==> config.mk <==
export PLATFORM = sky130hd
export DESIGN_NAME = mcfp_divider
export DESIGN_NICKNAME = d
export VERILOG_FILES = /design/src/hdl/mcfp_pkg.sv /design/src/hdl/mcfp_divider.sv
export SDC_FILE = /design/constraint.sdc
export NUM_CORES = 2
export LEC_CHECK = 0
export ABC_CLOCK_PERIOD_IN_PS = 5200
export BUFFER_PORTS_ARGS = -buffer_cell sky130_fd_sc_hd__clkbuf_2
export CELL_PAD_IN_SITES_DETAIL_PLACEMENT = 1
export CELL_PAD_IN_SITES_GLOBAL_PLACEMENT = 2
export CORE_AREA = 3 3 357 447
export DETAILED_ROUTE_END_ITERATION = 10
export DIE_AREA = 0 0 360 450
export PLACE_DENSITY_LB_ADDON = 0.1
export SYNTH_ARGS = -nofsm -noshare
export SYNTH_HDL_FRONTEND = slang
export SYNTH_SLANG_ARGS = --single-unit
==> constraint.sdc <==
create_clock -name clock -period 5.2 [get_ports clock]
set_clock_uncertainty 0.2 [all_clocks]
set_input_delay 0.26 -clock clock [delete_from_list [all_inputs] [get_ports clock]]
set_output_delay 0.26 -clock clock [all_outputs]
set_load 0.1 [all_outputs]
==> src/hdl/mcfp_pkg.sv <==
package mcfp_pkg;

   localparam int POS_SLOT_BITS   = 16;
   localparam int FIELD_SLOT_BITS = 12;
   localparam int CSR_INDEX_BITS  = 3;
   localparam int CSR_DATA_BITS   = 32;

   typedef enum logic [CSR_INDEX_BITS-1:0] {
      CSR_POSITION_LIMIT = 3'd0,
      CSR_VELOCITY_LIMIT = 3'd1,
      CSR_TORQUE_LIMIT   = 3'd2,
      CSR_STIFFNESS_MIN  = 3'd3,
      CSR_STIFFNESS_MAX  = 3'd4,
      CSR_DAMPING_MIN    = 3'd5,
      CSR_DAMPING_MAX    = 3'd6
   } csr_index_type;

   localparam logic [30:0]        POSITION_LIMIT_RST = 31'd819200;
   localparam logic [30:0]        VELOCITY_LIMIT_RST = 31'd1966080;
   localparam logic [30:0]        TORQUE_LIMIT_RST   = 31'd655360;
   localparam logic signed [31:0] STIFFNESS_MIN_RST  = 32'sd0;
   localparam logic signed [31:0] STIFFNESS_MAX_RST  = 32'sd32768000;
   localparam logic signed [31:0] DAMPING_MIN_RST    = 32'sd0;
   localparam logic signed [31:0] DAMPING_MAX_RST    = 32'sd327680;

   typedef struct packed {
      logic [10:0]        motor_ident;
      logic signed [31:0] target_position;
      logic signed [31:0] target_velocity;
      logic signed [31:0] stiffness_gain;
      logic signed [31:0] damping_gain;
      logic signed [31:0] feedforward_torque;
   } req_type;

   typedef struct packed {
      logic [10:0] frame_ident;
      logic [63:0] frame_payload;
   } rsp_type;

endpackage

==> src/hdl/mcfp_divider.sv <==
module mcfp_divider
   import mcfp_pkg::*;
#(
   parameter int DIV_BITS = 16
) (
   input  logic                  clock,
   input  logic                  enable,
   input  logic [31+DIV_BITS:0]  numer,
   input  logic [31:0]           span,
   output logic [DIV_BITS-1:0]   quotient
);

   logic [31:0]          rem_ff  [DIV_BITS];
   logic [DIV_BITS-1:0]  low_ff  [DIV_BITS];
   logic [DIV_BITS-1:0]  quo_ff  [DIV_BITS];
   logic [31:0]          span_ff [DIV_BITS];

   for (genvar k = 0; k < DIV_BITS; k++) begin : g_step
      logic [31:0]         rem_src;
      logic [DIV_BITS-1:0] low_src;
      logic [DIV_BITS-1:0] quo_src;
      logic [31:0]         span_src;
      logic [32:0]         trial;
      logic [32:0]         sub;
      logic                take;

      if (k == 0) begin : g_first
         assign rem_src  = numer[31+DIV_BITS:DIV_BITS];
         assign low_src  = numer[DIV_BITS-1:0];
         assign quo_src  = '0;
         assign span_src = span;
      end else begin : g_next
         assign rem_src  = rem_ff[k-1];
         assign low_src  = low_ff[k-1];
         assign quo_src  = quo_ff[k-1];
         assign span_src = span_ff[k-1];
      end

      always_comb begin
         trial = {rem_src, low_src[DIV_BITS-1]};
         sub   = trial - {1'b0, span_src};
         take  = trial >= {1'b0, span_src};
      end

      always_ff @(posedge clock) begin
         if (enable) begin
            rem_ff[k]  <= take ? sub[31:0] : trial[31:0];
            low_ff[k]  <= {low_src[DIV_BITS-2:0], 1'b0};
            quo_ff[k]  <= {quo_src[DIV_BITS-2:0], take};
            span_ff[k] <= span_src;
         end
      end
   end

   assign quotient = quo_ff[DIV_BITS-1];

endmodule

Word level (Yosys, flattened, before mapping). Memory sizes are Yosys's and may differ from the RTL's. Cells that the tools add are included.

$add $sub $neg: 16. Magnitude comparators: 16. Muxes and demuxes: 18.

Operators with widths (count): $ge 33x32->1 (16); $mux 32 (16); $sub 32x32->32 (16); $mux 1 (2).

Bits in registers: 0. Memory bits (writable): 1520. Output and inout bits: 16. Logic and storage cells: 54. Memories: 4.

Memory list: rem_ff (depth 16, width 32, rd ports 15, clocked after Yosys merged registers in 0, write ports 16, RTL line mcfp_divider.sv:13) `logic [31:0] rem_ff [DIV_BITS];`; span_ff (depth 16, width 32, rd ports 15, clocked after Yosys merged registers in 0, write ports 16, RTL line mcfp_divider.sv:16) `logic [31:0] span_ff [DIV_BITS];`; quo_ff (depth 16, width 16, rd ports 16, clocked after Yosys merged registers in 0, write ports 16, RTL line mcfp_divider.sv:15) `logic [DIV_BITS-1:0] quo_ff [DIV_BITS];`; low_ff (depth 16, width 15, rd ports 15, clocked after Yosys merged registers in 0, write ports 16, RTL line mcfp_divider.sv:14) `logic [DIV_BITS-1:0] low_ff [DIV_BITS];`.

Longest topological paths before layout. An unclocked memory read counts as a cell.

Depth in word-level cells: 3. Depth in mapped cells: 16. Mapped depth without buffers: 14.

Least setup slack after synthesis. Ideal clock, no wire load.

Path kind: register -> register. Start: memory rem_ff[9][17] (netlist: rem_ff[1][49]). End: memory rem_ff[10][4] (netlist: rem_ff[1][68]) (data pin). Arrival: 3292 ps. Setup slack: 1447 ps. Cell stages (with the launch flop): 14. Path buffers: 1. Cells stage by stage: edfxtp_1 ha_1 a21o_1 a211o_1 a31o_1 a21oi_2 o21ai_1 a21o_1 a21oi_2 a21oi_1 o2111a_1 a2111oi_4 buf_6 mux2_4.

RTL lines (RTL line): from (decl) (mcfp_divider.sv:13).

==> flow_summary.json <==
{
  "outcome": "complete, no violations",
  "start_util_pct": 43.8,
  "worst_slack_ns": 0.613,
  "core_area_mm2": 0.156,
  "wl_um": 167000,
  "cts_inserted_buffers": 137,
  "via_per_inst": 5.39,
  "crit_type": "flop to flop",
  "cp_num_buf_inv": 2,
  "cts_num_sinks": 1216,
  "p_leak_nw": 31.9,
  "p_per_area_mw_per_mm2": 614,
  "synth_cell_types": 84,
  "num_rows": 162,
  "synth.area.top_cells": "edfxtp_1 53%, ha_1 9.4%, a21oi_1 3.9%, inv_1 3.6%, xnor2_1 3.0%",
  "vias": 46011,
  "h-tree-depth": 4,
  "synthArstFlopShare_pct": 0,
  "avgSynthCellArea_um2": 11.2,
  "ys_ff_latch": 1216,
  "yosysTopAreaCell": "edfxtp_1",
  "reg2reg_to": "rem_ff[1][138]$_DFFE_PP_",
  "nets": 6993,
  "period_needed_ns": 4.59,
  "synth_top_area_share_pct": 53.5,
  "synth_cells": 6083,
  "grt_pass1_wl_um": 265000,
  "antenna_found_initial": 1,
  "layout_common_cells": "1,216 x edfxtp_1, 648 x inv_1, 538 x a21oi_1",
  "grt.total_usage_pct": 20.8,
  "multi_input_area_mm2": 0.0288,
  "tns_ns": 0,
  "hold_viol": 0,
  "yosysWarnings": 0,
  "wl_per_cell_um": 19.6,
  "grt_pass1_vias": 50932,
  "final_common_cell": "edfxtp_1",
  "syn_area_mm2": 0.0683,
  "cts_resized": 0,
  "grt_max_degree": 138,
  "cpMostUsedCell": "a21oi_1",
  "clockBufferDepth": 3,
  "clkLatencyLatePin_ns": 0.77,
  "remaining_drc_errors": 0,
  "relSlewSlack_pct": 17.0,
  "rsz0062_at_grt": "no",
  "overflow": 0,
  "r2r_setup_slack_ns": 0.61,
  "ys_seq_area_share_pct": 53.5,
  "rr_worst_depth": 13,
  "fillers": 16528,
  "area_delta_synth_final_pct": 13.2,
  "fmax_ghz": 0.218,
  "path_depth": 13,
  "crit_arrival_ns": 4.91,
  "critPathLaunch": "span_ff[1][97]$_DFFE_PP_",
  "tightestPinTransition_ns": 1.23,
  "cp.required_ns": 5.52,
  "r2r_start": "span_ff[1][97]$_DFFE_PP_",
  "maxCapViolCount": 0,
  "synth_edf_count": 1216,
  "io_buffers": 97,
  "hp-class": "input pin to flop",
  "peakVddDrop_uv": 350,
  "synthFlopType": "edfxtp_1",
  "final-seq-area_mm2": 0.0365,
  "drtIter0Drc": 1586,
  "startpoint_type": "flop",
  "firstDrtPassIters": 5,
  "cts-root-buf": "clkbuf_16",
  "post-place-ws_ns": 0.639,
  "drive_gt1_share_pct": 9.41,
  "cp-end-kind": "flop",
  "crit_slowest_cell": "or4_2",
  "die_w_um": 360,
  "slew_viol_final": 0,
  "path_delay_family": "compound AO/OA/AOI/OAI gates",
  "path_cells": "inv_1 > ha_1 > nor2b_1 > o2111ai_1 > nand3_1 > a21oi_1 > o31ai_1 > a21oi_1 > o31a_1 > a21oi_1 > or4_2 > buf_4 > mux2_2",
  "syn_nets": 6692,
  "chipHeight_um": 450,
  "globalplace.congestion": 0.909,
  "ios": 98,
  "setup_violations": 0,
  "cp_max_fo": 59,
  "detail-route-antenna-nets": 0,
  "min_period_over_period_pct": 88.2,
  "dp_hpwl_um": 132000,
  "critPathMaxStageDelay_ns": 0.54,
  "dieArea_mm2": 0.162,
  "clkTransAtPathRegs_ns": 0.07,
  "fin_util_pct": 49.6,
  "cts_tree": "done",
  "endpoint": "rem_ff[1][138]$_DFFE_PP_"
}
==> routing by layer <==
| layer | GRT usage, % | wire, um |
|---|---|---|
| met1 | 16.6 | 51500 |
| met5 | 0 | 0 |
| met3 | 2.61 | 3530 |
| met4 | 14.1 | 12600 |
| met2 | 44.6 | 99800 |
==> where the power goes <==
part	internal [W]	switching, W	total, W
Clock	0.00549	0.00392	0.00941
Combinational	0.00954	0.0127	0.0223
Sequential	0.0145	0.00127	0.0158
Total	0.0296	0.0179	0.0475
==> timing repair <==
item / CTS / global route
setup buffers: 0 / 0
hold buffers: 133 / 0
hold endpoints to repair: 198 / 0
==> layout make-up <==
type,count,share of cell area [%]
flip-flops and latches,1216,47.2
inverters,648,3.14
clock inverters,74,0.890
clock buffers,163,4.67
repair buffers,317,3.50
well taps,2050,3.32
multi-input cells,4064,37.3
diodes,6,0.0194
==> how the worst min path moves through the flow <==
stage | startpoint | to | slack [ns] | cells past startpoint
after floorplan | numer[0] | low_ff[0][0]$_DFFE_PP_ | 0.16 | 0
after global placement | quo_ff[1][80]$_DFFE_PP_ | quo_ff[1][97]$_DFFE_PP_ | 0.20 | 0
after detailed placement | low_ff[0][34]$_DFFE_PP_ | low_ff[0][50]$_DFFE_PP_ | 0.21 | 0
after CTS | numer[20] | rem_ff[0][5]$_DFFE_PP_ | 0.07 | 3
after global routing | numer[20] | rem_ff[0][5]$_DFFE_PP_ | 0.12 | 3
final | numer[47] | quo_ff[0][0]$_DFFE_PP_ | 0.13 | 5
==> worst reg2reg max path, stage by stage (launching register included) <==
cell and delay [ns]:
edfxtp_1 0.44, inv_1 0.08, ha_1 0.23, nor2b_1 0.15, o2111ai_1 0.22, nand3_1 0.19, a21oi_1 0.45, o31ai_1 0.23
a21oi_1 0.50, o31a_1 0.29, a21oi_1 0.08, or4_2 0.54, buf_4 0.31, mux2_2 0.42
==> registers in the layout, summed over array words and instances, names as in the netlist <==
register / flops
quo_ff: 136
rem_ff: 480
span_ff: 480
low_ff: 120
==> stage by stage <==
stage / instances / hold WS [ns] / instance area (um2) / total power [W]
6_report: 8538 / 0.130 / 77400 / 0.0475
5_1_grt: 8538 / 0.119 / 77400 / 0.0511
4_1_cts: 8532 / 0.0675 / 77300 / 0.0481
3_5_place_dp: 8162 / 0.205 / 71700 / 0.0383
3_3_place_gp: 8162 / 0.202 / 71700 / 0.0378
2_1_floorplan: 6083 / 0.159 / 68300 / 0.0319
==> cell usage after synthesis, types with 73 or more instances <==
cell	instances
edfxtp_1	1216
inv_1	648
a21oi_1	539
ha_1	512
nand2_1	449
o21ai_0	386
nor2_1	345
a21o_1	252
xnor2_1	236
xor2_1	173
mux2_2	151
clkbuf_1	132
nand3_1	88
nand4_1	83
nor3_1	73
==> logic make-up (layout without fill, tap and decap cells) <==
logic type / count (synthesis) / in the layout / share of synthesized area [%]
buf+inv: 803 / 1202 / 4.48
compound gates: 1631 / 1631 / 14.8
other cells: 0 / 6 / 0
fa+ha+maj: 527 / 527 / 9.82
flops: 1216 / 1216 / 53.5
simple gates: 1299 / 1299 / 8.83
xor+xnor: 409 / 409 / 5.24
mux: 198 / 198 / 3.38
No activity file was read; power rests on OpenSTA's default activity.
