`src/hdl/mcfp_pkg.sv`:
```
package mcfp_pkg;

   localparam int POS_SLOT_BITS   = 16;
   localparam int FIELD_SLOT_BITS = 12;
   localparam int CSR_INDEX_BITS  = 3;
   localparam int CSR_DATA_BITS   = 32;

   typedef enum logic [CSR_INDEX_BITS-1:0] {
      CSR_POSITION_LIMIT = 3'd0,
      CSR_VELOCITY_LIMIT = 3'd1,
      CSR_TORQUE_LIMIT   = 3'd2,
      CSR_STIFFNESS_MIN  = 3'd3,
      CSR_STIFFNESS_MAX  = 3'd4,
      CSR_DAMPING_MIN    = 3'd5,
      CSR_DAMPING_MAX    = 3'd6
   } csr_index_type;

   localparam logic [30:0]        POSITION_LIMIT_RST = 31'd819200;
   localparam logic [30:0]        VELOCITY_LIMIT_RST = 31'd1966080;
   localparam logic [30:0]        TORQUE_LIMIT_RST   = 31'd655360;
   localparam logic signed [31:0] STIFFNESS_MIN_RST  = 32'sd0;
   localparam logic signed [31:0] STIFFNESS_MAX_RST  = 32'sd32768000;
   localparam logic signed [31:0] DAMPING_MIN_RST    = 32'sd0;
   localparam logic signed [31:0] DAMPING_MAX_RST    = 32'sd327680;

   typedef struct packed {
      logic [10:0]        motor_ident;
      logic signed [31:0] target_position;
      logic signed [31:0] target_velocity;
      logic signed [31:0] stiffness_gain;
      logic signed [31:0] damping_gain;
      logic signed [31:0] feedforward_torque;
   } req_type;

   typedef struct packed {
      logic [10:0] frame_ident;
      logic [63:0] frame_payload;
   } rsp_type;

endpackage

```
`src/hdl/mcfp_scale.sv`:
```
module mcfp_scale
   import mcfp_pkg::*;
#(
   parameter int BITS     = 12,
   parameter int DIV_BITS = 16
) (
   input  logic                     clock,
   input  logic                     enable,
   input  logic signed [31:0]       value,
   input  logic signed [32:0]       range_lo,
   input  logic signed [32:0]       range_hi,
   output logic [31+DIV_BITS:0]     numer,
   output logic [31:0]              span
);

   localparam logic [DIV_BITS-1:0] FULL = DIV_BITS'((1 << BITS) - 1);

   logic signed [32:0]      x_wide;
   logic signed [32:0]      clamp;
   logic signed [32:0]      diff;
   logic signed [32:0]      width;
   logic [31:0]             dist_in;
   logic [31:0]             span_in;
   logic [31:0]             dist_ff;
   logic [31:0]             span1_ff;
   logic [31+DIV_BITS:0]    numer_ff;
   logic [31:0]             span2_ff;

   always_comb begin
      x_wide = 33'(value);
      if (x_wide < range_lo) begin
         clamp = range_lo;
      end else if (x_wide > range_hi) begin
         clamp = range_hi;
      end else begin
         clamp = x_wide;
      end
      diff  = clamp - range_lo;
      width = range_hi - range_lo;
      // An empty range divides zero by one, which gives code zero.
      if (range_hi > range_lo) begin
         dist_in = diff[31:0];
         span_in = width[31:0];
      end else begin
         dist_in = 32'd0;
         span_in = 32'd1;
      end
   end

   always_ff @(posedge clock) begin
      if (enable) begin
         dist_ff  <= dist_in;
         span1_ff <= span_in;
         numer_ff <= (32+DIV_BITS)'(dist_ff) * (32+DIV_BITS)'(FULL);
         span2_ff <= span1_ff;
      end
   end

   assign numer = numer_ff;
   assign span  = span2_ff;

endmodule

```
`config.mk`:
```
export PLATFORM = sky130hd
export DESIGN_NAME = mcfp_scale
export DESIGN_NICKNAME = d
export VERILOG_FILES = /design/src/hdl/mcfp_pkg.sv /design/src/hdl/mcfp_scale.sv
export SDC_FILE = /design/constraint.sdc
export NUM_CORES = 1
export LEC_CHECK = 0
export BUFFER_PORTS_ARGS = -buffer_cell sky130_fd_sc_hd__clkbuf_2
export CAP_MARGIN = 20
export CORE_MARGIN = 10
export CORE_UTILIZATION = 55
export DETAILED_ROUTE_END_ITERATION = 7
export GPL_TIMING_DRIVEN = 0
export PLACE_DENSITY = 0.78
export SYNTH_ARGS = -nofsm -noshare
export SYNTH_HDL_FRONTEND = slang
export SYNTH_SLANG_ARGS = --single-unit
```
`constraint.sdc`:
```
create_clock -name clock -period 5 [get_ports clock]
set_input_delay 0.25 -clock clock [delete_from_list [all_inputs] [get_ports clock]]
set_output_delay 0.25 -clock clock [all_outputs]
set_load 0.02 [all_outputs]
```
# Word-level counts from Yosys, hierarchy flattened
# Index checks and enable logic that the tools add are counted.
[totals]
ff_bits = 140
out_inout_bits = 80
[classes]
addsub = 2
multipliers = 1
order_cmp = 3
mux = 2
[ops]
columns = ["operator", "count"]
rows = [
  ["$mux W32", 2],
  ["$sub A32 B32 Y32", 2],
  ["$mul A32 B12 Y44 const B", 1],
  ["$gt A32 B33 Y1", 1],
  ["$gt A33 B33 Y1", 1],
  ["$lt A32 B33 Y1", 1],
]

# Logic depth before layout (Yosys ltp)
# Gate-level depths: netlist of run 1.
[logic_depth]
word_depth = 4
mapped_depth = 25
ltp_nobuf = 23

# Least setup slack after synthesis of run 1
# Ideal clock, no wire load.
[synth_timing]
path_kind = "register to register"
start = "register dist_ff[3]"
end = "register numer_ff[25] (netlist: numer[25]), data pin"
setup_time_ps = 259
t_arrival_ps = 5294
path_slack_ps = -552
path_stages_with_launch = 19
path_buffers = 0
period_less_slack_ps = 5552
cell_sequence = "edfxtp_1 fa_1 inv_1 fa_1 inv_1 fa_1 fa_1 inv_1 fa_1 inv_1 ha_1 a21o_2 a21oi_1 a21oi_1 o221ai_2 o22ai_2 or4_1 a31oi_1 xnor2_1"
[synth_between]
elab_chain_cells = 1
[synth_lines]
columns = ["item", "line_no", "rtl"]
rows = [
  ["from (decl)", "mcfp_scale.sv:24", "logic [31:0] dist_ff;"],
  ["from (signal assigned)", "mcfp_scale.sv:52", "dist_ff <= dist_in;"],
  ["$mul A32 B12 Y44", "mcfp_scale.sv:54", "numer_ff <= (32+DIV_BITS)'(dist_ff) * (32+DIV_BITS)'(FULL);"],
  ["to (signal assigned)", "mcfp_scale.sv:54", ""],
  ["to (decl)", "mcfp_scale.sv:26", "logic [31+DIV_BITS:0] numer_ff;"],
]
# Every way passes these cells.
# A chain may end at the register's enable or synchronous reset.

# Worst setup path after layout of run 1
[layout_timing]
start = "register dist_ff[11]"
end = "register numer_ff[42] (netlist: numer[42]), data pin"
# Same word-level chain as after synthesis.

==> flow_summary.json, run 1 <==
{
  "slew_headroom_pct": 19.2,
  "tightest_slew_ns": 1.21,
  "yosys_warnings": 0,
  "fin_util_pct": 67.5,
  "hold_end": "span1_ff[26]",
  "final_nets": 2587,
  "whs_ns": 0.282,
  "dp_hpwl_um": 37900,
  "synth.most_common_cell": "inv_1",
  "synthFlopType": "edfxtp_1",
  "die_w_um": 200,
  "endpoint_kind": "flip-flop",
  "status": "complete, but fails checks",
  "grtUsageTotal_pct": 24.4,
  "synth_common_cells": "inv_1 (347), ha_1 (212), fa_1 (203), a21oi_1 (145), edfxtp_1 (140)",
  "arrival_ns": 5.87,
  "setup_viol_count_final": 25,
  "clk_pin_slew_ns": 0.06,
  "clk_path_buf_depth": 2,
  "crit_path_cell_trace": "inv_2, fa_2, buf_6, inv_4, fa_2, fa_2, fa_1, inv_2, fa_1, inv_2, ha_4, nand2_2, or4_4, a311oi_4, o21ai_4, a211oi_4, a21oi_2, o21ai_2, xor2_1",
  "drt-initial-drc-count": 665,
  "antenna_found_initial": 4,
  "drc": 0,
  "cts_tree": "built",
  "start_kind": "flip-flop",
  "r2r_end": "numer[42]",
  "htreeDepth": 4,
  "io_buffers": 175,
  "hold_class": "in2reg",
  "syn-cell-area_mm2": 0.0178,
  "async_flop_share_pct": 0,
  "vias_per_cell": 5.60,
  "syn_inst": 1791,
  "period_minus_slack_ns": 5.67,
  "synth.ff_latch_count": 140,
  "reg2reg_slack_ns": -0.67,
  "min_from": "enable",
  "overflow": 0,
  "synth.top_cell.area_share_pct": 23.6,
  "worstPathMaxFanout": 4,
  "drt-wirelength-per-cell_um": 19.2,
  "grt_max_degree": 96,
  "ys_top_cells_by_area": "edfxtp_1 (24%), fa_1 (23%), ha_1 (15%), inv_1 (7.3%), a21oi_1 (4.1%)",
  "maxCapViolCount": 0,
  "cts.sinks": 140,
  "drive_gt1_share_pct": 24.9,
  "rows": 65,
  "crit_start": "dist_ff[11]",
  "maxSlewViolCount": 0,
  "place.gp.congestion": 0.924,
  "die-area_mm2": 0.0399,
  "drt-total-wl_um": 48000,
  "ys_types": 82,
  "clk-insertion-delay-late_ns": 0.45,
  "root_buffer": "clkbuf_16",
  "cpMaxStageDelayCell": "fa_2",
  "yosysTopAreaCell": "edfxtp_1",
  "required_ns": 5.20,
  "min_path_cells": 1,
  "dr.pass1.iters": 5,
  "slowest_delay_ns": 0.62,
  "avgSynthCellArea_um2": 9.93,
  "io_pins": 180,
  "rr_startpoint": "dist_ff[11]",
  "clock.fmax_mhz": 176,
  "rsz0062_at_grt": "yes",
  "vias": 14000,
  "cts_made_buffers": 17,
  "synth-edff-count": 140,
  "ys_seq_area_share_pct": 23.6,
  "fin_skew_ns": 0.00774,
  "worst_r2r_path_depth": 19,
  "cts_hold_buf": 0,
  "syn_to_final_growth_pct": 20.5,
  "final.setup.worst_slack_ns": -0.666,
  "crit_type": "reg2reg",
  "dpl_cell_area_mm2": 0.0194,
  "fin_area_mm2": 0.0214,
  "ant_nets": 0,
  "violations": "setup timing",
  "final_hold_viol_count": 0,
  "fin_crit_sh_pct": 113,
  "grt_pass1_wl_um": 75700,
  "grt_pass1_vias": 14600,
  "core-area_mm2": 0.0317,
  "initial_core_util_pct": 56.1,
  "die_h_um": 200
}
-- worst max path at each step --
| stage | endpoint | cells after the start |
|---|---|---|
| 6_report | numer[42] | 19 |
| 4_1_cts | numer[40] | 19 |
| 3_5_place_dp | numer[42] | 19 |
| 2_1_floorplan | numer[42] | 19 |
| 5_1_grt | numer[40] | 18 |
| 3_3_place_gp | numer[42] | 19 |
-- timing repair --
item | CTS | global route
pin swaps | 82 | 75
buffers inserted | 64 | 34
resized for setup | 99 | 102
setup endpoints to repair | 34 | 45
hold endpoints to repair | 0 | 0
-- final cells by class --
class                   instances  area (um2)
multi-input cells            1271       12900
plain buffers                  30         235
inverters                     347        1310
well taps                     402         503
flip-flops and latches        140        4200
repair buffers                265        1630
fillers                      2452       10300
clock buffers                  18         429
diodes                          5        12.5
clock inverters                14         194
-- worst max-delay path: cells and delay by family (launching register included) --
kind | cells | cell delay [ns]
DFF | 1 | 0.34
xor gates and xnor gates | 1 | 0.08
buffers and inverters | 5 | 0.33
adders and majority gates | 6 | 2.94
and+or+nand+nor | 2 | 0.61
AOI/OAI and AO/OA | 5 | 1.10
-- cell usage in the layout, fill, tap and decap left out, types with 7 or more instances in the layout --
| cell | count |
|---|---|
| o211ai_1 | 9 |
| a21oi_1 | 125 |
| xnor2_1 | 49 |
| o21a_1 | 14 |
| ha_1 | 187 |
| o21ai_1 | 11 |
| mux2i_1 | 33 |
| nor3_1 | 18 |
| a21oi_2 | 17 |
| buf_6 | 20 |
| inv_2 | 41 |
| clkbuf_2 | 179 |
| o21ai_0 | 43 |
| xor2_1 | 41 |
| buf_4 | 81 |
| nand3_1 | 23 |
| inv_1 | 305 |
| o21bai_1 | 9 |
| nand4_1 | 22 |
| nor2_1 | 129 |
| ha_4 | 19 |
| a211o_1 | 7 |
| nand2b_1 | 13 |
| and2_1 | 7 |
| fa_2 | 31 |
| edfxtp_1 | 140 |
| nor2b_1 | 18 |
| clkbuf_16 | 17 |
| nand2_1 | 54 |
| a21o_1 | 47 |
| fa_1 | 172 |
| a31oi_1 | 13 |
-- flip-flops by register name, indices dropped and copies added, names as in the netlist --
signal,count
span,32
numer,44
span1_ff,32
dist_ff,32
-- per-stage QoR --
step | std cells | worst slack (ns) | TNS (ns)
after global routing | 2488 | -0.791 | -14.05
after global placement | 2371 | -0.860 | -20.83
final | 2492 | -0.666 | -9.54
after CTS | 2465 | -0.603 | -8.74
after detailed placement | 2372 | -0.943 | -23.18
after floorplan | 1794 | -0.316 | -2.69
-- layer usage --
layer	global-route usage, %	up-vias	share of wire, %
li1	-	6644	-
met1	30.0	6835	42
met2	41.0	388	48
met3	5.93	90	6.3
met4	9.17	2	3.5
met5	0	-	0.025
-- logic make-up after synthesis --
kind of cell    synth area share, %
xor+xnor                       4.58
simple gates                   9.23
compound gates                 14.2
buf+inv                        8.54
fa+ha+maj                      37.8
flops                          23.6
mux                            1.98
other cells                  0.0211
Power of run 1 is not shown: default switching activity piles up to over one toggle a cycle in this logic, so the estimate is an artifact.
==> run 2, diff against run 1 <==
--- a/config.mk
+++ b/config.mk
@@ -11,7 +11,7 @@
 export CORE_UTILIZATION = 55
 export DETAILED_ROUTE_END_ITERATION = 7
 export GPL_TIMING_DRIVEN = 0
-export PLACE_DENSITY = 0.78
+export PLACE_DENSITY = 0.75
 export SYNTH_ARGS = -nofsm -noshare
 export SYNTH_HDL_FRONTEND = slang
 export SYNTH_SLANG_ARGS = --single-unit
==> constraint.sdc (replaced) <==
create_clock -name clock -period 5.6 [get_ports clock]
set_input_delay 0.28 -clock clock [delete_from_list [all_inputs] [get_ports clock]]
set_output_delay 0.28 -clock clock [all_outputs]
set_load 0.02 [all_outputs]
==> flow_summary.json, run 2 (synthesis gave the netlist of run 1 again) <==
{
  "grt_pass1_wl_um": 74200,
  "cpMaxStageDelayCell": "fa_2",
  "drive_gt1_share_pct": 22.4,
  "rr_startpoint": "dist_ff[17]",
  "maxSlewViolCount": 0,
  "slowest_delay_ns": 0.58,
  "maxCapViolCount": 0,
  "die-area_mm2": 0.0399,
  "clk_path_buf_depth": 2,
  "cp.depth": 20,
  "ant_nets": 0,
  "vias_per_cell": 5.57,
  "drt-initial-drc-count": 669,
  "cpMostUsedCell": "fa_1",
  "clk_pin_slew_ns": 0.07,
  "final_cell_mix": "inv_1 (314), ha_1 (193), clkbuf_2 (177), fa_1 (173), edfxtp_1 (140)",
  "cts.sinks": 140,
  "required_ns": 5.81,
  "rsz0062_at_grt": "yes",
  "cts_made_buffers": 17,
  "violations": "setup timing",
  "endpoint_kind": "flip-flop",
  "arrival_ns": 5.97,
  "setup_viol_count_final": 7,
  "syn_to_final_growth_pct": 18.5,
  "io_buffers": 175,
  "clock.fmax_mhz": 174,
  "worstPathMaxFanout": 3,
  "min_from": "enable",
  "cts_tree": "built",
  "dr.pass1.iters": 5,
  "fin_skew_ns": 0.0131,
  "path_delay_family": "adder cells",
  "min_path_cells": 1,
  "worst_r2r_path_depth": 20,
  "period_minus_slack_ns": 5.76,
  "reg2reg_slack_ns": -0.16,
  "drc": 0,
  "vias": 13800,
  "whs_ns": 0.293,
  "die_h_um": 200,
  "root_buffer": "clkbuf_16",
  "dp_hpwl_um": 37600,
  "drt-total-wl_um": 47200,
  "overflow": 0,
  "fin_crit_sh_pct": 103,
  "final.setup.worst_slack_ns": -0.161,
  "die_w_um": 200,
  "io_pins": 180,
  "cts_hold_buf": 0,
  "final_common_cell": "inv_1",
  "htreeDepth": 4,
  "hold_class": "in2reg",
  "start_kind": "flip-flop",
  "antenna_found_initial": 3,
  "final_hold_viol_count": 0,
  "crit_path_cell_trace": "buf_6, fa_2, buf_6, inv_4, fa_1, inv_1, fa_1, fa_1, inv_2, fa_1, inv_2, ha_4, inv_2, or4_4, a311oi_4, o21ai_4, a211oi_4, a211oi_2, o21ai_1, xor2_1",
  "placed_cells": 2373,
  "core-area_mm2": 0.0317,
  "r2r_end": "numer[40]",
  "grt_pass1_vias": 14400,
  "drt-wirelength-per-cell_um": 19.1,
  "slew_headroom_pct": 53.6,
  "status": "complete, but fails checks",
  "grt_max_degree": 95,
  "initial_core_util_pct": 56.1,
  "hold_end": "span1_ff[30]",
  "path_buf_inv": 7,
  "final_nets": 2578,
  "clk-insertion-delay-late_ns": 0.47,
  "crit_type": "reg2reg",
  "largest_register_ffs": 44,
  "place.gp.congestion": 0.909,
  "final_cells": 2479,
  "tightest_slew_ns": 0.696,
  "rows": 65,
  "grtUsageTotal_pct": 23.9
}
-- run 2: changes by cell type in the layout (fill, tap and decap cells not counted), moves of 4 or more --
cell | previous run | this run
clkinv_1 | 0 | 4
diode_2 | 5 | 1
clkbuf_1 | 6 | 12
inv_1 | 305 | 314
a21oi_1 | 125 | 131
buf_4 | 81 | 77
inv_2 | 41 | 31
o21ai_0 | 43 | 47
ha_1 | 187 | 193
buf_6 | 20 | 14
a21oi_2 | 17 | 12
ha_4 | 19 | 15
-- run 2: stage by stage --
stage          utilization, %  TNS [ns]  instance area, um2  setup WS [ns]
5_1_grt                  66.4     -2.21               21100         -0.297
3_3_place_gp             60.4     -4.80               19200         -0.545
3_5_place_dp             60.6     -6.00               19200         -0.585
4_1_cts                  64.5    -0.171               20500        -0.0761
2_1_floorplan               -         0               17800         0.0476
6_report                 66.4    -0.757               21100         -0.161
-- run 2: what timing repair did --
item                                   4_1_cts  5_1_grt
endpoints found under the hold margin        0        0
pin swaps                                   54       68
resized for setup                           88       95
setup endpoints to repair                   19       25
buffers inserted                            41       38
-- run 2: layout make-up --
class                           instances  area [um2]
Antenna cell                            1        2.50
Buffer                                 31         208
Clock buffer                           18         429
Clock inverter                         14         175
Fill cell                            2468       10700
Inverter                              347        1310
Multi-Input combinational cell       1271       12700
Sequential cell                       140        4200
Tap cell                              402         503
Timing Repair Buffer                  255        1530
-- run 2: worst max path at each step --
| stage | start | endpoint | slack [ns] |
|---|---|---|---|
| floorplan | dist_ff[3] | numer[25] | 0.05 |
| global placement | dist_ff[5] | numer[43] | -0.55 |
| detailed placement | dist_ff[5] | numer[43] | -0.58 |
| CTS | dist_ff[16] | numer[40] | -0.08 |
| global route | dist_ff[13] | numer[40] | -0.30 |
| finish | dist_ff[17] | numer[40] | -0.16 |
-- run 2: per-layer routing --
metal,up-vias,global-route usage [%],wire length [um]
met2,420,40.2,22900
met5,-,0,10
met4,2,7.91,1150
met1,6700,30.4,20200
met3,60,4.72,2990
li1,6628,-,-
Power of run 2 is left out for the same reason.
